**src/hdl/esd_pkg.sv**
```systemverilog
// ----------------------------------------------------------------------------
// esd_pkg
// Types, character codes and widths shared by the escape decoder files.
// ----------------------------------------------------------------------------
package esd_pkg;

   localparam int CHAR_IN_W  = 21;
   localparam int CHAR_OUT_W = 32;
   localparam int DIGIT_W    = 4;
   localparam int QUEUE_DEPTH = 4;
   localparam int QUEUE_PTR_W = $clog2(QUEUE_DEPTH);
   localparam int QUEUE_CNT_W = $clog2(QUEUE_DEPTH + 1);

   // character codes seen on the input
   localparam logic [CHAR_IN_W-1:0] CH_BACKSLASH = 21'h5C;
   localparam logic [CHAR_IN_W-1:0] CH_LBRACE    = 21'h7B;
   localparam logic [CHAR_IN_W-1:0] CH_RBRACE    = 21'h7D;
   localparam logic [CHAR_IN_W-1:0] CH_DIG_0     = 21'h30;
   localparam logic [CHAR_IN_W-1:0] CH_DIG_7     = 21'h37;
   localparam logic [CHAR_IN_W-1:0] CH_DIG_9     = 21'h39;
   localparam logic [CHAR_IN_W-1:0] CH_UP_A      = 21'h41;
   localparam logic [CHAR_IN_W-1:0] CH_UP_F      = 21'h46;
   localparam logic [CHAR_IN_W-1:0] CH_LOW_A     = 21'h61;
   localparam logic [CHAR_IN_W-1:0] CH_LOW_B     = 21'h62;
   localparam logic [CHAR_IN_W-1:0] CH_LOW_E     = 21'h65;
   localparam logic [CHAR_IN_W-1:0] CH_LOW_F     = 21'h66;
   localparam logic [CHAR_IN_W-1:0] CH_LOW_N     = 21'h6E;
   localparam logic [CHAR_IN_W-1:0] CH_LOW_R     = 21'h72;
   localparam logic [CHAR_IN_W-1:0] CH_LOW_T     = 21'h74;
   localparam logic [CHAR_IN_W-1:0] CH_LOW_V     = 21'h76;
   localparam logic [CHAR_IN_W-1:0] CH_LOW_X     = 21'h78;
   localparam logic [CHAR_IN_W-1:0] CH_UP_X      = 21'h58;
   localparam logic [CHAR_IN_W-1:0] CH_LOW_U     = 21'h75;
   localparam logic [CHAR_IN_W-1:0] CH_UP_U      = 21'h55;

   // control codes produced by letter escapes
   localparam logic [CHAR_OUT_W-1:0] CODE_BEL = 32'd7;
   localparam logic [CHAR_OUT_W-1:0] CODE_BS  = 32'd8;
   localparam logic [CHAR_OUT_W-1:0] CODE_HT  = 32'd9;
   localparam logic [CHAR_OUT_W-1:0] CODE_LF  = 32'd10;
   localparam logic [CHAR_OUT_W-1:0] CODE_VT  = 32'd11;
   localparam logic [CHAR_OUT_W-1:0] CODE_FF  = 32'd12;
   localparam logic [CHAR_OUT_W-1:0] CODE_CR  = 32'd13;
   localparam logic [CHAR_OUT_W-1:0] CODE_ESC = 32'd27;

   localparam logic [DIGIT_W-1:0] DIGITS_X = 4'd2;
   localparam logic [DIGIT_W-1:0] DIGITS_U = 4'd4;
   localparam logic [DIGIT_W-1:0] DIGITS_W = 4'd8;

   typedef enum logic [2:0] {
      MODE_NORMAL   = 3'd0,
      MODE_ESC      = 3'd1,
      MODE_OCT      = 3'd2,
      MODE_HEXSEL   = 3'd3,
      MODE_HEXFIX   = 3'd4,
      MODE_HEXBRACE = 3'd5
   } mode_type;

   typedef struct packed {
      mode_type                  mode;
      logic [CHAR_OUT_W-1:0]     acc;
      logic [DIGIT_W-1:0]        digits;
   } dec_state_type;

   typedef struct packed {
      logic [CHAR_OUT_W-1:0] char_out;
      logic                  char_valid;
      logic                  token_end;
   } rsp_word_type;

endpackage

```
**src/hdl/esd_req_if.sv**
```systemverilog
// ----------------------------------------------------------------------------
// esd_req_if
// Valid/ready channel carrying one input character per word.
// ----------------------------------------------------------------------------
interface esd_req_if;
   import esd_pkg::*;

   logic                 valid;
   logic                 ready;
   logic [CHAR_IN_W-1:0] char_in;
   logic                 token_last;

   modport source (output valid, output char_in, output token_last, input ready);
   modport sink   (input valid, input char_in, input token_last, output ready);

endinterface

```
**src/hdl/esd_rsp_if.sv**
```systemverilog
// ----------------------------------------------------------------------------
// esd_rsp_if
// Valid/ready channel carrying one decoded character per word.
// ----------------------------------------------------------------------------
interface esd_rsp_if;
   import esd_pkg::*;

   logic                  valid;
   logic                  ready;
   logic [CHAR_OUT_W-1:0] char_out;
   logic                  char_valid;
   logic                  token_end;

   modport source (output valid, output char_out, output char_valid, output token_end,
                   input ready);
   modport sink   (input valid, input char_out, input char_valid, input token_end,
                   output ready);

endinterface

```
**src/hdl/esd_decode.sv**
```systemverilog
// ----------------------------------------------------------------------------
// esd_decode
// Next-state and result logic for one character: up to two result words.
// ----------------------------------------------------------------------------
module esd_decode (
   input  logic                           enable,
   input  logic [esd_pkg::CHAR_IN_W-1:0]  char_in,
   input  logic                           token_last,
   input  esd_pkg::dec_state_type         cur,
   output esd_pkg::dec_state_type         nxt,
   output logic [1:0]                     word_cnt,
   output esd_pkg::rsp_word_type          word0,
   output esd_pkg::rsp_word_type          word1
);
   import esd_pkg::*;

   logic                  is_oct;
   logic                  is_hex;
   logic [DIGIT_W-1:0]    hex_d;
   logic [CHAR_OUT_W-1:0] char_ext;
   logic [CHAR_OUT_W-1:0] hex_acc;
   logic [DIGIT_W-1:0]    digits_dec;

   always_comb begin
      is_oct = (char_in >= CH_DIG_0) && (char_in <= CH_DIG_7);
      is_hex = 1'b0;
      hex_d  = char_in[3:0];
      if ((char_in >= CH_DIG_0) && (char_in <= CH_DIG_9)) begin
         is_hex = 1'b1;
      end else if (((char_in >= CH_UP_A) && (char_in <= CH_UP_F)) ||
                   ((char_in >= CH_LOW_A) && (char_in <= CH_LOW_F))) begin
         is_hex = 1'b1;
         hex_d  = char_in[3:0] + 4'd9;
      end
   end

   assign char_ext   = {{(CHAR_OUT_W-CHAR_IN_W){1'b0}}, char_in};
   assign hex_acc    = {cur.acc[CHAR_OUT_W-5:0], hex_d};
   assign digits_dec = cur.digits - 4'd1;

   logic                  flush_en;
   logic [CHAR_OUT_W-1:0] flush_val;
   logic                  chr_en;
   logic [CHAR_OUT_W-1:0] chr_val;
   logic                  plain_req;
   logic                  pend_en;
   logic [CHAR_OUT_W-1:0] pend_val;
   dec_state_type         stp;

   // candidate words in output order: flushed value, character, pending value
   rsp_word_type          cand [3];
   logic [2:0]            cand_en;
   logic [1:0]            cnt;
   rsp_word_type          w0;
   rsp_word_type          w1;

   always_comb begin
      stp       = cur;
      flush_en  = 1'b0;
      flush_val = cur.acc;
      chr_en    = 1'b0;
      chr_val   = char_ext;
      plain_req = 1'b0;

      if (!enable) begin
         stp.mode   = MODE_NORMAL;
         stp.acc    = '0;
         stp.digits = '0;
         chr_en     = 1'b1;
      end else begin
         unique case (cur.mode)
            MODE_ESC: begin
               stp.acc  = '0;
               stp.mode = MODE_NORMAL;
               unique case (char_in) inside
                  CH_LOW_A: begin chr_en = 1'b1; chr_val = CODE_BEL; end
                  CH_LOW_B: begin chr_en = 1'b1; chr_val = CODE_BS;  end
                  CH_LOW_E: begin chr_en = 1'b1; chr_val = CODE_ESC; end
                  CH_LOW_F: begin chr_en = 1'b1; chr_val = CODE_FF;  end
                  CH_LOW_N: begin chr_en = 1'b1; chr_val = CODE_LF;  end
                  CH_LOW_R: begin chr_en = 1'b1; chr_val = CODE_CR;  end
                  CH_LOW_T: begin chr_en = 1'b1; chr_val = CODE_HT;  end
                  CH_LOW_V: begin chr_en = 1'b1; chr_val = CODE_VT;  end
                  CH_LOW_X, CH_UP_X: begin
                     stp.digits = DIGITS_X;
                     stp.mode   = MODE_HEXSEL;
                  end
                  CH_LOW_U: begin
                     stp.digits = DIGITS_U;
                     stp.mode   = MODE_HEXSEL;
                  end
                  CH_UP_U: begin
                     stp.digits = DIGITS_W;
                     stp.mode   = MODE_HEXSEL;
                  end
                  default: begin
                     if (is_oct) begin
                        stp.acc  = {{(CHAR_OUT_W-3){1'b0}}, char_in[2:0]};
                        stp.mode = MODE_OCT;
                     end else begin
                        chr_en = 1'b1;
                     end
                  end
               endcase
            end
            MODE_OCT: begin
               if (is_oct) begin
                  stp.acc = {cur.acc[CHAR_OUT_W-4:0], char_in[2:0]};
               end else begin
                  flush_en  = 1'b1;
                  stp.acc   = '0;
                  plain_req = 1'b1;
               end
            end
            MODE_HEXSEL, MODE_HEXFIX: begin
               if ((cur.mode == MODE_HEXSEL) && (char_in == CH_LBRACE)) begin
                  stp.mode = MODE_HEXBRACE;
               end else if (is_hex && (cur.digits != '0)) begin
                  stp.digits = digits_dec;
                  if (digits_dec == '0) begin
                     flush_en  = 1'b1;
                     flush_val = hex_acc;
                     stp.acc   = '0;
                     stp.mode  = MODE_NORMAL;
                  end else begin
                     stp.acc  = hex_acc;
                     stp.mode = MODE_HEXFIX;
                  end
               end else begin
                  flush_en  = 1'b1;
                  stp.acc   = '0;
                  plain_req = 1'b1;
               end
            end
            MODE_HEXBRACE: begin
               if (is_hex) begin
                  stp.acc = hex_acc;
               end else begin
                  flush_en = 1'b1;
                  stp.acc  = '0;
                  if (char_in == CH_RBRACE) begin
                     stp.mode = MODE_NORMAL;
                  end else begin
                     plain_req = 1'b1;
                  end
               end
            end
            default: begin
               plain_req = 1'b1;
            end
         endcase

         if (plain_req) begin
            if (char_in == CH_BACKSLASH) begin
               stp.mode = MODE_ESC;
            end else begin
               stp.mode = MODE_NORMAL;
               chr_en   = 1'b1;
            end
         end
      end

      // end of token flushes any value still being built
      pend_en  = token_last && ((stp.mode == MODE_OCT) || (stp.mode == MODE_HEXSEL) ||
                                (stp.mode == MODE_HEXFIX) || (stp.mode == MODE_HEXBRACE));
      pend_val = stp.acc;

      nxt = stp;
      if (token_last) begin
         nxt.mode   = MODE_NORMAL;
         nxt.acc    = '0;
         nxt.digits = '0;
      end
   end

   always_comb begin
      cand[0] = '{char_out: flush_val, char_valid: 1'b1, token_end: 1'b0};
      cand[1] = '{char_out: chr_val,   char_valid: 1'b1, token_end: 1'b0};
      cand[2] = '{char_out: pend_val,  char_valid: 1'b1, token_end: 1'b0};
      cand_en = {pend_en, chr_en, flush_en};
      cnt = 2'd0;
      w0  = '0;
      w1  = '0;
      for (int i = 0; i < 3; i++) begin
         if (cand_en[i] && (cnt != 2'd2)) begin
            if (cnt == 2'd0) begin
               w0 = cand[i];
            end else begin
               w1 = cand[i];
            end
            cnt = cnt + 2'd1;
         end
      end
      if (token_last) begin
         if (cnt == 2'd0) begin
            // bare end mark
            w0.token_end = 1'b1;
            cnt = 2'd1;
         end else if (cnt == 2'd1) begin
            w0.token_end = 1'b1;
         end else begin
            w1.token_end = 1'b1;
         end
      end
   end

   assign word_cnt = cnt;
   assign word0    = w0;
   assign word1    = w1;

endmodule

```
**src/hdl/esd_rsp_queue.sv**
```systemverilog
// ----------------------------------------------------------------------------
// esd_rsp_queue
// Small result queue: takes up to two words per cycle, hands out one.
// ----------------------------------------------------------------------------
module esd_rsp_queue (
   input  logic                            clock,
   input  logic                            reset,
   input  logic [1:0]                      push_cnt,
   input  esd_pkg::rsp_word_type           push0,
   input  esd_pkg::rsp_word_type           push1,
   input  logic                            pop,
   output esd_pkg::rsp_word_type           head,
   output logic [esd_pkg::QUEUE_CNT_W-1:0] count
);
   import esd_pkg::*;

   rsp_word_type           mem_ff [QUEUE_DEPTH];
   logic [QUEUE_PTR_W-1:0] wr_ptr_ff;
   logic [QUEUE_PTR_W-1:0] wr_ptr_in;
   logic [QUEUE_PTR_W-1:0] rd_ptr_ff;
   logic [QUEUE_PTR_W-1:0] rd_ptr_in;
   logic [QUEUE_CNT_W-1:0] count_ff;
   logic [QUEUE_CNT_W-1:0] count_in;
   logic [QUEUE_PTR_W-1:0] wr_ptr_p1;

   assign wr_ptr_p1 = wr_ptr_ff + QUEUE_PTR_W'(1);
   assign wr_ptr_in = wr_ptr_ff + push_cnt[QUEUE_PTR_W-1:0];
   assign rd_ptr_in = rd_ptr_ff + QUEUE_PTR_W'(pop);
   assign count_in  = count_ff + QUEUE_CNT_W'(push_cnt) - QUEUE_CNT_W'(pop);

   always_ff @(posedge clock) begin
      if (push_cnt != 2'd0) begin
         mem_ff[wr_ptr_ff] <= push0;
      end
      if (push_cnt == 2'd2) begin
         mem_ff[wr_ptr_p1] <= push1;
      end
   end

   always_ff @(posedge clock) begin
      if (reset) begin
         wr_ptr_ff <= '0;
         rd_ptr_ff <= '0;
         count_ff  <= '0;
      end else begin
         wr_ptr_ff <= wr_ptr_in;
         rd_ptr_ff <= rd_ptr_in;
         count_ff  <= count_in;
      end
   end

   assign head  = mem_ff[rd_ptr_ff];
   assign count = count_ff;

endmodule

```
**src/hdl/escape_sequence_decoder_unit.sv**
```systemverilog
// ----------------------------------------------------------------------------
// escape_sequence_decoder_unit
// Backslash escape decoder: one character word in, zero to two result words out.
// ----------------------------------------------------------------------------
// path: input register, combinational decode, result queue driving the output
// throughput: one character per cycle while the result queue has room for two words; an
//   item with two results sends two words, and the four-entry queue bounds input run-ahead
// reset: synchronous, active high; clears decode state, escape enable and the queue
module escape_sequence_decoder_unit (
   input  logic       clock,
   input  logic       reset,
   esd_req_if.sink    req_chan,
   esd_rsp_if.source  rsp_chan,
   input  logic       csr_wr_en,
   input  logic       csr_wr_data
);
   import esd_pkg::*;

   logic                 enable_ff;
   logic                 in_valid_ff;
   logic                 in_valid_in;
   logic [CHAR_IN_W-1:0] in_char_ff;
   logic                 in_last_ff;
   dec_state_type        state_ff;
   dec_state_type        state_in;

   logic                   req_take;
   logic                   step_go;
   logic [1:0]             word_cnt;
   logic [1:0]             push_cnt;
   rsp_word_type           word0;
   rsp_word_type           word1;
   rsp_word_type           head;
   logic [QUEUE_CNT_W-1:0] q_count;
   logic                   rsp_pop;

   // step only when the queue can take two words
   assign step_go  = in_valid_ff && (q_count <= QUEUE_CNT_W'(QUEUE_DEPTH - 2));
   assign req_chan.ready = !in_valid_ff || step_go;
   assign req_take = req_chan.valid && req_chan.ready;
   assign in_valid_in = req_take || (in_valid_ff && !step_go);
   assign push_cnt = step_go ? word_cnt : 2'd0;

   esd_decode u_decode (
      .enable     (enable_ff),
      .char_in    (in_char_ff),
      .token_last (in_last_ff),
      .cur        (state_ff),
      .nxt        (state_in),
      .word_cnt   (word_cnt),
      .word0      (word0),
      .word1      (word1)
   );

   esd_rsp_queue u_queue (
      .clock    (clock),
      .reset    (reset),
      .push_cnt (push_cnt),
      .push0    (word0),
      .push1    (word1),
      .pop      (rsp_pop),
      .head     (head),
      .count    (q_count)
   );

   always_ff @(posedge clock) begin
      if (reset) begin
         enable_ff    <= 1'b0;
         in_valid_ff  <= 1'b0;
         state_ff     <= '{mode: MODE_NORMAL, acc: '0, digits: '0};
      end else begin
         if (csr_wr_en) begin
            enable_ff <= csr_wr_data;
         end
         in_valid_ff <= in_valid_in;
         if (step_go) begin
            state_ff <= state_in;
         end
      end
   end

   always_ff @(posedge clock) begin
      if (req_take) begin
         in_char_ff <= req_chan.char_in;
         in_last_ff <= req_chan.token_last;
      end
   end

   assign rsp_chan.valid      = (q_count != '0);
   assign rsp_chan.char_out   = head.char_out;
   assign rsp_chan.char_valid = head.char_valid;
   assign rsp_chan.token_end  = head.token_end;
   assign rsp_pop = rsp_chan.valid && rsp_chan.ready;

   a_queue_bound: assert property (@(posedge clock) disable iff (reset)
      q_count <= QUEUE_CNT_W'(QUEUE_DEPTH))
      else $error("result queue overflow");

   a_last_words: assert property (@(posedge clock) disable iff (reset)
      step_go && in_last_ff |-> word_cnt != 2'd0)
      else $error("token end produced no word");

   a_last_clears: assert property (@(posedge clock) disable iff (reset)
      step_go && in_last_ff |=> state_ff.mode == MODE_NORMAL && state_ff.acc == '0)
      else $error("state not cleared at token end");

   a_bare_mark: assert property (@(posedge clock) disable iff (reset)
      rsp_chan.valid && !rsp_chan.char_valid |-> rsp_chan.token_end && rsp_chan.char_out == '0)
      else $error("bare mark outside token end");

endmodule

```
**src/flat_wrapper.sv**
```systemverilog
// flat-port wrapper written by rule: the top's interface ports become plain ports
module escape_sequence_decoder_unit_flat import esd_pkg::*;
  (clock, reset, csr_wr_en, csr_wr_data, req_chan_valid, req_chan_char_in, req_chan_token_last, req_chan_ready, rsp_chan_valid, rsp_chan_char_out, rsp_chan_char_valid, rsp_chan_token_end, rsp_chan_ready);
  esd_req_if req_chan_i ();
  esd_rsp_if rsp_chan_i ();
  input  logic clock;
  input  logic reset;
  input  logic csr_wr_en;
  input  logic csr_wr_data;
  input wire logic [$bits(req_chan_i.valid)-1:0] req_chan_valid;
  input wire logic [$bits(req_chan_i.char_in)-1:0] req_chan_char_in;
  input wire logic [$bits(req_chan_i.token_last)-1:0] req_chan_token_last;
  output wire logic [$bits(req_chan_i.ready)-1:0] req_chan_ready;
  output wire logic [$bits(rsp_chan_i.valid)-1:0] rsp_chan_valid;
  output wire logic [$bits(rsp_chan_i.char_out)-1:0] rsp_chan_char_out;
  output wire logic [$bits(rsp_chan_i.char_valid)-1:0] rsp_chan_char_valid;
  output wire logic [$bits(rsp_chan_i.token_end)-1:0] rsp_chan_token_end;
  input wire logic [$bits(rsp_chan_i.ready)-1:0] rsp_chan_ready;
  assign req_chan_i.valid = req_chan_valid;
  assign req_chan_i.char_in = req_chan_char_in;
  assign req_chan_i.token_last = req_chan_token_last;
  assign req_chan_ready = req_chan_i.ready;
  assign rsp_chan_valid = rsp_chan_i.valid;
  assign rsp_chan_char_out = rsp_chan_i.char_out;
  assign rsp_chan_char_valid = rsp_chan_i.char_valid;
  assign rsp_chan_token_end = rsp_chan_i.token_end;
  assign rsp_chan_i.ready = rsp_chan_ready;
  escape_sequence_decoder_unit u_core (.clock(clock), .reset(reset), .req_chan(req_chan_i), .rsp_chan(rsp_chan_i), .csr_wr_en(csr_wr_en), .csr_wr_data(csr_wr_data));
endmodule
```
**config.mk**
```make
export PLATFORM = sky130hd
export DESIGN_NAME = escape_sequence_decoder_unit_flat
export DESIGN_NICKNAME = d
export VERILOG_FILES = /design/src/hdl/esd_pkg.sv /design/src/hdl/esd_req_if.sv /design/src/hdl/esd_rsp_if.sv /design/src/hdl/esd_decode.sv /design/src/hdl/esd_rsp_queue.sv /design/src/hdl/escape_sequence_decoder_unit.sv /design/src/flat_wrapper.sv
export SDC_FILE = /design/constraint.sdc
export NUM_CORES = 1
export LEC_CHECK = 0
export BUFFER_PORTS_ARGS = -buffer_cell sky130_fd_sc_hd__buf_4
export CORE_ASPECT_RATIO = 1.4
export CORE_UTILIZATION = 35
export CTS_CLUSTER_DIAMETER = 60
export DETAILED_ROUTE_END_ITERATION = 10
export PLACE_DENSITY_LB_ADDON = 0.08
export SYNTH_ARGS = -nofsm -noshare
export SYNTH_HDL_FRONTEND = slang
export SYNTH_SLANG_ARGS = --single-unit
```
**constraint.sdc**
```tcl
create_clock -name clock -period 8.15 [get_ports clock]
set_clock_uncertainty 0.2 [all_clocks]
set_input_delay 0.815 -clock clock [delete_from_list [all_inputs] [get_ports clock]]
set_output_delay 0.815 -clock clock [all_outputs]
set_load 0.005 [all_outputs]
```
### Word level (Yosys, flattened, before mapping)

Memory sizes are Yosys's and may differ from the RTL's. A register that Yosys moved wholly into a read port is not among the register bits.
Index checks and enable logic that the tools add are counted.

| storage, ports and cells | value |
|---|---|
| flip-flop bits (word level) | 70 |
| input bits | 28 |
| memory bits (writable) | 136 |
| logic and storage cells | 171 |
| output and inout port bits | 36 |
| memories | 1 |

Memories:

| memory | depth | bits a word | read ports | clocked after memory_dff | wr ports | line | text |
|---|---|---|---|---|---|---|---|
| u_core.u_queue.mem_ff | 4 | 34 | 1 | 1 | 2 | esd_rsp_queue.sv:17 | `rsp_word_type mem_ff [QUEUE_DEPTH];` |

| operators by class | value |
|---|---|
| equality and inequality tests | 32 |
| multiplexer cells | 77 |
| $lt $le $gt $ge | 8 |
| reduce and logical (&&, ||, !) cells | 34 |
| add/subtract/negate cells | 9 |

Operator list:

| operator | number |
|---|---|
| $mux 34 | 10 |
| $mux 32 | 10 |
| $eq 21x7->1 const B | 15 |
| $pmux 21 s8 | 1 |
| $pmux 32 s4 | 1 |
| $mux 39 | 2 |
| $ge 21x7->1 const B | 2 |
| $le 21x6->1 const B | 2 |
| $le 21x7->1 const B | 2 |
| $mux 36 | 1 |
| $mux 35 | 1 |
| $mux 1 | 29 |
| $ge 21x6->1 const B | 1 |
| $mux 21 | 1 |
| $mux 3 | 5 |
| $logic_and 1x1->1 | 13 |
| $eq 3x2->1 const B | 4 |
| $eq 3x3->1 const B | 4 |
| $mux 2 | 6 |
| $mux 4 | 3 |
| $ne 4x4->1 const B | 3 |
| $pmux 4 s3 | 1 |
| $reduce_or 12->1 | 1 |
| $pmux 3 s3 | 1 |
| 29 further kinds | 41 |

### Depth between registers and ports, before layout

Gate-level depths: netlist (run 1).

| logic depth | value |
|---|---|
| depth after elaboration | 26 |
| depth in mapped cells | 27 |
| depth with buffers taken out | 25 |

### Modules after synthesis

Synthesis (run 1) repeated with hierarchy kept, for this count alone.

| second synthesis, totals | value |
|---|---|
| cell total of the unflattened synthesis | 1206 |
| area, all modules | 13195.2 um^2 |

Modules (own cells, without submodules):

| module | times used | area an instance (um^2) | cells an instance |
|---|---|---|---|
| esd_rsp_queue | 1 | 6970.4 | 369 |
| esd_decode | 1 | 3744.8 | 624 |
| escape_sequence_decoder_unit | 1 | 2479.9 | 213 |

### Worst setup path after synthesis (run 1)

Ideal clock, no wire load.

| path | value |
|---|---|
| path kind | reg-to-reg |
| start | register u_core.in_char_ff[12] |
| end | memory u_core.u_queue.mem_ff[1][0] (netlist bit), enable pin |
| stages on the path, launching flop included | 17 |
| slack | -0.256 ns |
| buffers on the path | 2 |
| arrival | 7.684 ns |
| period minus slack after synthesis | 8.406 ns |
| path through | edfxtp_1 or4_4 nor4_4 o21ai_2 o211a_4 o311ai_4 inv_2 buf_2 buf_1 ha_1 nor2b_1 nand2_1 fa_1 nand3b_1 a2bb2oi_4 nor2b_1 nor4b_1 |

RTL lines:

| what | line | text |
|---|---|---|
| start, declared | escape_sequence_decoder_unit.sv:22 | `logic [CHAR_IN_W-1:0] in_char_ff;` |
| start signal, assigned | escape_sequence_decoder_unit.sv:84 | `in_char_ff <= req_chan.char_in;` |
| end, declared | esd_rsp_queue.sv:17 |  |

==> impl_results.md, run 1 <==
- Latest clock arrival within the worst-skew pair: 0.53 ns
- Core Util, Final: 0.407
- Synth Area in Simple Gates: 0.136
- Synth area leader: edfxtp_1
- RSZ-0062 raised after global routing: false
- Number of post-CTS setup repair buffers: 0
- Critical Path End Type: flip-flop
- Wire per inst: ~23 µm
- Die X: 160 µm
- Syn-to-layout area delta: 13.6%
- Netlist cell types: between 80 and 90
- Post-Syn Nets: approximately 1200
- Async SR Flop Fraction: 0
- Dpl cells: 1569
- Initial antenna violation count: 0
- Cell area after synthesis: 12300 µm²
- DIE HEIGHT: 224 µm
- Placement Cell Area: between 10000 and 15000 µm²
- Main synth FF type: edfxtp_1
- EDFF count, synth: approximately 160
- CTS H-tree lvls: 1
- Pre-CTS setup slack: ~1.5 ns
- Final Slew Violations: 0
- DRC violations left: 0
- # setup viols final: 0
- Final cell count without fillers: about 1600
- Nets@finish: 1189
- Port-buffer cells: 63
- FMAX: 151 MHz
- Post-DR vias/cell: about 5.8
- Synth top area cells: edfxtp_1 (39%), mux2i_1 (11%), dfxtp_1 (7.8%), mux4_2 (6.2%), nand2_1 (3.9%)
- Root Driver: clkbuf_16
- Status: completed
- CP startpoint kind: flip-flop
- Crit path max fanout: 40
- Leak: between 4 and 5 nW
- Worst Tran Pin Value: 1.08 ns
- Post-detail-place hpwl: 25800 µm
- DRT Pass-1 Iters: 5
- Share of post-route cells with drive strength above 1: 0.178
- DRT iter0 DRCs: 661
- Final worst path period share: 0.813
- First-pass GRT wire length: 58400 µm
- Final WL: 37600 µm
- Multiplexer share of the synthesized area: 0.179
- Syn_area_per_cell: about 11 µm²
- #FFs+latches synth: 206
- TritonCTS Buffers: 25
- Crit path required time: 8.17 ns
- Largest family of logic cells by synthesized area: multiplexers
- Grt total ovfl: 0
- Critical setup path kind: reg2reg
- Ys Warns: 0
- Final WS setup: 1.52 ns
- Starting density of the core: 0.358
- Max-cap violations: 0
- Ant diodes: 0
- Cells after Synth: 1112
- Clk sinks: approximately 210
- Post-CTS sizing: 0
- Most common cell after layout, fill and taps aside: edfxtp_1
- Num ports: 64
- Yosys top cell area share: 0.386
- Hold Crit Class: in2reg
- Register area share after synthesis: 0.464
- Area of the core: 34300 µm²
- Area of the die: 35900 µm²
- Post-route cell area: 14000 µm²
- Clock Tree Buf Depth: 3
- Row cnt: 80
- Adder-cell share of the synthesized area: 0.0175
- Hold-fix buffers, CTS: 0
- Vias: a little over 9000
- Power Density: 210 nW/µm²
- GRT Util Overall: 0.210
- Final hold viol count: 0
- Area fraction in compound gates after synthesis: 0.159
- GPL Wtd Cong: 0.848
- Rel. slew slack: 0.276
- Setup TNS: 0 ns
- CTS clock-pin slew for the worst setup and hold paths: 0.06 ns
- Tmin final: 6.63 ns
- Vias in the first global route: 9408
- Antenna viol nets, final: 0
- CTS tree: done
- Largest net degree at the start of global routing: between 40 and 50
- Critical path arrival: around 6.7 ns
- Post-Synth XOR/XNOR Area: 0.00498
- Worst vdd rail ir drop: 0.139 mV
- Most frequent cells in the layout: edfxtp_1 (158), mux2i_1 (134), nand2_1 (128)
## power by group
| group | internal, mW | switching (mW) | total [mW] |
|---|---|---|---|
| clock network | 0.632 | 0.459 | 1.09 |
| registers | 1.23 | 0.0604 | 1.29 |
| logic | 0.284 | 0.271 | 0.555 |
| total | 2.14 | 0.790 | 2.93 |
## routing by layer
| metal | share of wire | vias up | GRT usage |
|---|---|---|---|
| met5 | 0 | - | 0 |
| met4 | 0.017 | 0 | 0.0510 |
| met3 | 0.051 | 49 | 0.0276 |
| met2 | 0.50 | 268 | 0.368 |
| met1 | 0.43 | 4675 | 0.274 |
| li1 | - | 4353 | - |
## critical path: stages (launching register included)
cell and delay (ns):
edfxtp_1 0.66, ha_1 0.29, nand3b_1 0.15, or4_1 0.57, o21a_1 0.28, or3_1 0.41
o311ai_4 0.09, buf_4 0.40, inv_2 0.04, buf_4 0.26, ha_1 0.31, nor2b_1 0.20
nand2_1 0.09, fa_1 0.50, nand3b_1 0.17, a2bb2oi_4 0.32, nor2b_1 0.24, o21bai_4 0.74
buf_4 0.35
## synth_stat cells, types with 4 or more instances
library cell / count
nor2_1: 66
nor3b_1: 5
or4_1: 4
inv_1: 13
and2_1: 7
dfxtp_1: 48
nand3b_1: 6
a31oi_1: 15
mux2i_1: 134
o21a_1: 9
nand2b_1: 15
ha_1: 14
o21bai_1: 4
o22ai_1: 8
buf_2: 13
nor3_1: 21
a2bb2oi_1: 6
mux4_2: 34
o21ai_0: 34
buf_6: 13
a22oi_1: 47
clkbuf_1: 46
xnor2_1: 7
or3_1: 9
a221oi_1: 30
a21o_1: 5
nand3_1: 17
edfxtp_1: 158
buf_1: 10
o31ai_1: 4
a21oi_1: 80
nor4_1: 6
a211oi_1: 6
mux2_2: 5
nor2b_1: 7
nand2_1: 128
a22o_1: 5
## flip-flops by register name, indices dropped and copies added, names as in the netlist
name,count
u_core.in_valid_ff,1
u_core.state_ff,39
u_core.u_queue.mem_ff,136
u_core.enable_ff,1
u_core.in_last_ff,1
u_core.u_queue.rd_ptr_ff,2
u_core.in_char_ff,21
u_core.u_queue.count,3
u_core.u_queue.wr_ptr_ff,2
## final cells by class
| type | count | area (µm²) |
|---|---|---|
| timing repair buffer | 90 | 676 |
| fill | 3353 | 20400 |
| clock buffer | 30 | 644 |
| clock inverter | 15 | 140 |
| multi-input combinational | 807 | 6190 |
| inverter | 15 | 56.3 |
| sequential | 206 | 5710 |
| tap | 451 | 564 |
## through the flow
stage,hold slack [ns],power [mW]
after floorplan,0.281,1.62
after global placement,0.308,1.88
after detailed placement,0.314,1.88
after CTS,0.230,2.98
after global routing,0.243,3.06
final,0.260,2.93
## cell families after synthesis
| logic type | Yosys count |
|---|---|
| buf+inv | 99 |
| xor+xnor | 7 |
| flops | 206 |
| simple gates | 326 |
| compound gates | 282 |
| fa+ha+maj | 16 |
| mux | 176 |
## path summary, 6_finish.rpt
path | from | endpoint | slack (ns) | cells past startpoint
hold reg to reg | u_core.state_ff[34] | u_core.state_ff[34] | 0.34 | 2
hold / removal | req_chan_char_in[4] | u_core.in_char_ff[4] | 0.26 | 1
setup / recovery | u_core.in_char_ff[0] | u_core.u_queue.mem_ff[2][13] | 1.52 | 18
setup reg to reg | u_core.in_char_ff[0] | u_core.u_queue.mem_ff[2][13] | 1.52 | 18
Power figures use the tool's default switching activity.
==> run 2: changes to the inputs <==
--- a/config.mk
+++ b/config.mk
@@ -5,6 +5,7 @@
 export SDC_FILE = /design/constraint.sdc
 export NUM_CORES = 1
 export LEC_CHECK = 0
+export ABC_AREA = 1
 export BUFFER_PORTS_ARGS = -buffer_cell sky130_fd_sc_hd__buf_4
 export CORE_ASPECT_RATIO = 1.4
 export CORE_UTILIZATION = 35
==> constraint.sdc (replaced) <==
create_clock -name clock -period 6.73 [get_ports clock]
set_clock_uncertainty 0.2 [all_clocks]
set_input_delay 0.673 -clock clock [delete_from_list [all_inputs] [get_ports clock]]
set_output_delay 0.673 -clock clock [all_outputs]
set_load 0.005 [all_outputs]
==> impl_results.md, run 2 <==
- Final Slew Violations: 0 (unchanged)
- Rel. slew slack: 0.190 (-0.0860)
- Crit-path slowest cell: nor3_2
- Register area share after synthesis: 0.429 (-0.0346)
- DIE HEIGHT: 233 µm (+3.9%)
- CTS H-tree lvls: 1 (unchanged)
- Latest clock arrival within the worst-skew pair: 0.54 ns (about the same)
- Worst r2r src: u_core.in_char_ff[0]
- Synth area leader: edfxtp_1
- # setup viols final: 0 (unchanged)
- Async SR Flop Fraction: 0 (unchanged)
- Status: completed
- Crit path max fanout: 35 (-13%)
- Worst Tran Pin Value: 1.20 ns (+0.124 ns)
- Cell area after synthesis: 13300 µm² (+8.1%)
- Port-buffer cells: 63 (unchanged)
- Post-Syn Nets: 1884 (+63%)
- Max-cap violations: 0 (unchanged)
- Antenna viol nets, final: 0 (unchanged)
- Worst hold stages: 1 (unchanged)
- R2R Path End: u_core.u_queue.mem_ff[0][16]
- Hold Crit Class: in2reg
- CTS clock-pin slew for the worst setup and hold paths: 0.06 ns (about the same)
- R2R setup slack: 1.20 ns (-0.32 ns)
- First-pass GRT wire length: 70300 µm (+20%)
- Nets@finish: 1889 (+59%)
- Reg2reg path depth: 24 (+6)
- Core Util, Final: 0.396 (-0.0114)
- Die X: 167 µm (+3.9%)
- Synth top area cells: edfxtp_1 (36%), nand2_1 (19%), dfxtp_1 (7.2%), o21ai_0 (6.3%), nor2_1 (4.3%)
- RSZ-0062 raised after global routing: false
- Worst hold start: req_chan_char_in[9]
- Setup TNS: 0 ns (unchanged)
- Starting density of the core: 0.354 (-0.00397)
- DRC violations left: 0 (unchanged)
- Number of post-CTS setup repair buffers: 0 (unchanged)
- Total power: 3.69 mW (+26%)
- Multi-input logic area: 6570 µm² (+6.1%)
- GPL Wtd Cong: 0.878 (+3.5%)
- Worst vdd rail ir drop: 0.173 mV (+25%)
- Root Driver: clkbuf_16
- Leak: 5.90 nW (+38%)
- Storage cell area: 5710 µm² (unchanged)
- Clk sinks: 206 (unchanged)
- #FFs+latches synth: 206 (unchanged)
- Wire per inst: 19.8 µm (-15%)
- CP startpoint kind: flip-flop
- Largest net degree at the start of global routing: 71 (+51%)
- TritonCTS Buffers: 25 (unchanged)
- Yosys top cell area share: 0.357 (-0.0288)
- Hold-fix buffers, CTS: 0 (unchanged)
- Hold Path End: u_core.in_char_ff[9]
- Netlist cell types: 46 (-44%)
- GRT Util Overall: 0.236 (+0.0260)
- Metal3 WL: 2130 µm (+11%)
- Crit-path cells: inv_1, ha_1, inv_1, nor3_1, nand3_1, nand2_1, nand2_2, nand3_4, nand3_1, nand2_1, buf_4, nand2_1, nand2_1, nand3_2, a21oi_2, nand2_1, fa_1, nand2_1, inv_1, nor3_2, nand4_2, buf_4, nand2_1, buf_4
- Top-count cell post-synth: nand2_1
- Most common cell after layout, fill and taps aside: nand2_1
- DRT iter0 DRCs: 942 (+43%)
- Grt total ovfl: 0 (unchanged)
- M1 WL: 19000 µm (+17%)
- Most used cell along the critical path: nand2_1
- Crit path required time: 6.70 ns (-1.47 ns)
- Power Density: 248 nW/µm² (+18%)
- Uppermost layer routed: met4
- Post-detail-place hpwl: 31000 µm (+20%)
- Num ports: 64 (unchanged)
- Max FFs per register: 136 (unchanged)
- Crit path largest cell delay: 0.54 ns (-0.20 ns)
- Tmin final: 5.53 ns (-1.10 ns)
- Met2 wire length: 23000 µm (+22%)
- Cells after Synth: 1840 (+65%)
- Critical setup path kind: reg2reg
- FMAX: 181 MHz (+20%)
- Most frequent cells in the layout: nand2_1 (664), o21ai_0 (168), edfxtp_1 (158)
- Critical path arrival: 5.50 ns (-1.15 ns)
- Initial antenna violation count: 0 (unchanged)
- Ant diodes: 0 (unchanged)
- Post-synth top cells: nand2_1 (664), o21ai_0 (168), edfxtp_1 (158)
- Critical Path End Type: flip-flop
- DRT Pass-1 Iters: 5 (unchanged)
- Area of the die: 38800 µm² (+8.0%)
- Vias: 12607 (+35%)
- Fill count: 3887 (+16%)
- Main synth FF type: edfxtp_1
- Top flop regs: u_core.u_queue.mem_ff: 136 flops, u_core.state_ff: 39 flops, u_core.in_char_ff: 21 flops
- Final hold viol count: 0 (unchanged)
- Post-DR vias/cell: 5.40 (-6.8%)
- CTS tree: done
- Clock Tree Buf Depth: 3 (unchanged)
- Share of post-route cells with drive strength above 1: 0.0988 (-0.0792)
- Post-CTS sizing: 0 (unchanged)
- Syn-to-layout area delta: 11.7%
- Row cnt: 84 (+5.0%)
- EDFF count, synth: 158 (unchanged)
- Final WL: 46200 µm (+23%)
- Largest Register: u_core.u_queue.mem_ff
- Vias in the first global route: 12096 (+29%)
- Ys Warns: 0 (unchanged)
- Syn_area_per_cell: 7.23 µm² (-35%)
- Final worst path period share: 0.822 (+0.00856)
- Area of the core: 37500 µm² (+9.3%)
- Hold Slack: 0.110 ns (-0.150 ns)
## run 2: final cells by class
class / count / area share
inverters: 130 / 0.0329
clock buffers: 28 / 0.0429
well taps: 473 / 0.0399
multi-input cells: 1390 / 0.442
flip-flops and latches: 206 / 0.384
clock inverters: 17 / 0.0110
repair buffers: 92 / 0.0465
## run 2: where the power goes
part | switching, mW | internal [mW]
clock network | 0.564 | 0.765
logic | 0.532 | 0.321
registers | 0.0381 | 1.46
## run 2: how the worst max path moves through the flow
| stage | start | end | slack, ns | depth (start not counted) |
|---|---|---|---|---|
| finish | u_core.in_char_ff[0] | u_core.u_queue.mem_ff[0][16] | 1.20 | 24 |
| global route | u_core.in_char_ff[0] | u_core.u_queue.mem_ff[0][16] | 0.69 | 24 |
| CTS | u_core.in_char_ff[0] | u_core.u_queue.mem_ff[0][16] | 1.19 | 24 |
| detailed placement | u_core.in_char_ff[0] | u_core.u_queue.mem_ff[0][9] | 1.22 | 24 |
| global placement | u_core.in_char_ff[0] | u_core.u_queue.mem_ff[0][16] | 1.22 | 24 |
| floorplan | u_core.in_char_ff[0] | u_core.u_queue.mem_ff[0][0] | 1.48 | 24 |
## run 2: kinds of logic after synthesis
group	share of synthesized area
AO/OA/AOI/OAI	0.166
buffers and inverters	0.0777
flip-flops	0.429
AND/OR/NAND/NOR	0.304
multiplexers	0.00151
adder cells (fa/ha/maj)	0.0162
XOR/XNOR	0.00527
## run 2: stage by stage
step | cell area [µm²] | instances | setup slack, ns
CTS | 14900 | 2336 | 1.19
detailed placement | 14000 | 2291 | 1.22
finish | 14900 | 2336 | 1.20
floorplan | 13300 | 1840 | 1.48
global placement | 14000 | 2291 | 1.22
global route | 14900 | 2336 | 0.691
## run 2: critical path: cells and delay by family, from the launching register on
kind | cells | cell delay (ns)
AND/OR/NAND/NOR | 15 | 2.05
buffers and inverters | 6 | 1.48
adder cells (fa/ha/maj) | 2 | 0.63
flip-flops | 1 | 0.53
AO/OA/AOI/OAI | 1 | 0.22
## run 2: per-layer routing
metal / track usage / vias to the layer above
met4: 0.118 / 0
li1: - / 6179
met1: 0.286 / 5918
met2: 0.419 / 395
met5: 0 / -
met3: 0.0226 / 115
==> run 3: changes to the inputs <==
==> constraint.sdc (replaced) <==
create_clock -name clock -period 4.85 [get_ports clock]
set_clock_uncertainty 0.2 [all_clocks]
set_input_delay 0.485 -clock clock [delete_from_list [all_inputs] [get_ports clock]]
set_output_delay 0.485 -clock clock [all_outputs]
set_load 0.005 [all_outputs]
==> impl_results.md, run 3 (synthesis gave the netlist of run 2 again) <==
- Area of the die: 38800 µm² (unchanged)
- Clk sinks: 206 (unchanged)
- Worst setup path endpoint: u_core.u_queue.count[2]
- Row cnt: 84 (unchanged)
- Root Driver: clkbuf_16
- RSZ-0062 raised after global routing: false
- GPL Wtd Cong: 0.903 (+2.9%)
- Critical setup path kind: reg2reg
- Grt total ovfl: 0 (unchanged)
- Final cell count without fillers: 2387 (+2.2%)
- Crit path largest cell delay: 0.49 ns (-0.05 ns)
- Wire per inst: 19.4 µm (-2.2%)
- Rel. slew slack: 0.488 (+0.298)
- CTS clock-pin slew for the worst setup and hold paths: 0.06 ns (about the same)
- Power Density: 341 nW/µm² (+38%)
- Tmin final: 4.46 ns (-1.07 ns)
- R2R Path End: u_core.u_queue.count[2]
- Max-cap violations: 0 (unchanged)
- Clock Tree Buf Depth: 3 (unchanged)
- Ant diodes: 0 (unchanged)
- Reported net switching power: 1.62 mW (+43%)
- Nets@finish: 1938 (+2.6%)
- Combinational Power Share: 0.233 (+0.002)
- Setup TNS: 0 ns (unchanged)
- DRT iter0 DRCs: 1011 (+7.3%)
- DIE HEIGHT: 233 µm (unchanged)
- Int Pwr: 3.68 mW (+44%)
- Share of post-route cells with drive strength above 1: 0.113 (+0.0146)
- Max FFs per register: 136 (unchanged)
- R2R setup slack: 0.39 ns (-0.81 ns)
- Status: completed
- Buffer and inverter count on the worst path: 7 (+1)
- FMAX: 224 MHz (+24%)
- Critical Path End Type: flip-flop
- Post-DR vias/cell: 5.31 (-1.6%)
- Most frequent cells in the layout: nand2_1 (660), o21ai_0 (167), edfxtp_1 (158)
- Crit-path leading delay family: adder cells
- Post-detail-place hpwl: 31000 µm (+0.13%)
- Worst r2r src: u_core.in_char_ff[0]
- Vias: 12679 (+0.57%)
- Most common cell after layout, fill and taps aside: nand2_1
- Syn-to-layout area delta: 16.9%
- Top flop regs: u_core.u_queue.mem_ff: 136 flops, u_core.state_ff: 39 flops, u_core.in_char_ff: 21 flops
- DRC violations left: 0 (unchanged)
- DRT Pass-1 Iters: 5 (unchanged)
- CTS H-tree lvls: 1 (unchanged)
- Initial antenna violation count: 0 (unchanged)
- Final WL: 46200 µm (about the same)
- Area of the core: 37500 µm² (unchanged)
- Reg2reg path depth: 25 (+4.2%)
- Largest Register: u_core.u_queue.mem_ff
- Starting density of the core: 0.354 (unchanged)
- Latest clock arrival within the worst-skew pair: 0.55 ns (about the same)
- CTS tree: done
- Reg power frac: 0.393 (-0.015)
- # setup viols final: 0 (unchanged)
- First-pass GRT wire length: 70300 µm (about the same)
- Antenna viol nets, final: 0 (unchanged)
- Leak: 6.18 nW (+4.9%)
- Final worst path period share: 0.919 (+0.0978)
- GRT Util Overall: 0.237 (+0.000296)
- Critical path arrival: 4.67 ns (-0.83 ns)
- Port-buffer cells: 63 (unchanged)
- TritonCTS Buffers: 26 (+4.0%)
- Total power: 5.30 mW (+44%)
- Fill count: 3838 (-1.3%)
- Worst vdd rail ir drop: 0.261 mV (+51%)
- Most used cell along the critical path: inv_1
- Vias in the first global route: 12192 (+0.79%)
- Crit path required time: 5.06 ns (-1.64 ns)
- Die X: 167 µm (unchanged)
- Clk pwr share: 0.374 (+0.013)
- CP startpoint: u_core.in_char_ff[0]
- Final hold viol count: 0 (unchanged)
- Num ports: 64 (unchanged)
- Crit path max fanout: 8 (-77%)
- Critical Path Stages: 25 (+4.2%)
- Worst Tran Pin Value: 0.760 ns (-0.443 ns)
- CP startpoint kind: flip-flop
- Hold Crit Class: in2reg
- Final Slew Violations: 0 (unchanged)
- Crit-path slowest cell: edfxtp_1
- Sw frac: 0.305 (-0.00246)
- Dpl cells: 2313 (+0.96%)
- Largest net degree at the start of global routing: 70 (-1.4%)
==> run 3: per-layer routing <==
metal  global-route usage  routed length (µm)  share of wire  up-vias
li1                     -                   -              -     6276
met1                0.285               18800           0.41     5901
met2                0.415               22900           0.49      398
met3               0.0352                2890          0.063      104
met4                0.109                1670          0.036        0
met5                    0                   0              0        -
==> run 3: repair_timing <==
| item | 4_1_cts | 5_1_grt |
|---|---|---|
| hold endpoints to repair | 23 | 0 |
| resized for setup | 0 | 5 |
| setup buffers | 0 | 2 |
| hold buffers | 24 | 0 |
| setup endpoints to repair | 0 | 2 |
==> run 3: worst min-delay path by stage <==
stage	end	cells past startpoint	slack, ns	start
3_5_place_dp	u_core.state_ff[3]	2	0.26	u_core.state_ff[3]
4_1_cts	u_core.in_valid_ff	3	0.01	req_chan_valid
2_1_floorplan	u_core.state_ff[3]	2	0.24	u_core.state_ff[3]
5_1_grt	u_core.in_valid_ff	3	0.03	req_chan_valid
3_3_place_gp	u_core.state_ff[3]	2	0.25	u_core.state_ff[3]
6_report	u_core.in_valid_ff	3	0.03	req_chan_valid
==> run 3: cell type report <==
| class | instances | area, µm² | area share |
|---|---|---|---|
| multi-input cells | 1390 | 6610 | 0.426 |
| flip-flops and latches | 206 | 5710 | 0.367 |
| repair buffers | 140 | 1250 | 0.0804 |
| clock buffers | 32 | 714 | 0.0460 |
| well taps | 473 | 592 | 0.0381 |
| inverters | 130 | 488 | 0.0314 |
| clock inverters | 16 | 174 | 0.0112 |
==> run 3: worst register-to-register path: cells and delay by family, from the launching register on <==
family                     cells  cell delay [ns]
adders and majority gates      5             1.32
AOI/OAI and AO/OA              3             0.52
buffers and inverters          7             0.68
xor gates and xnor gates       1             0.17
and+or+nand+nor                9             0.95
DFF                            1             0.49
==> run 3: power groups by stage <==
stage          sequential [mW]  combinational [mW]  clock (mW)
2_1_floorplan             2.10               0.677           0
4_1_cts                   2.09                1.26        2.02
5_1_grt                   2.10                1.37        2.09
3_5_place_dp              2.12                1.24           0
3_3_place_gp              2.12                1.24           0
6_report                  2.09                1.24        1.98
==> run 3: metrics by stage <==
step,setup WS [ns],hold slack (ns),cell area (µm²),util
global placement,0.150,0.254,14400,0.383
floorplan,0.0561,0.241,13300,-
global route,0.0417,0.0272,15500,0.414
CTS,0.137,0.0140,15500,0.413
finish,0.391,0.0296,15500,0.414
detailed placement,0.147,0.258,14400,0.383
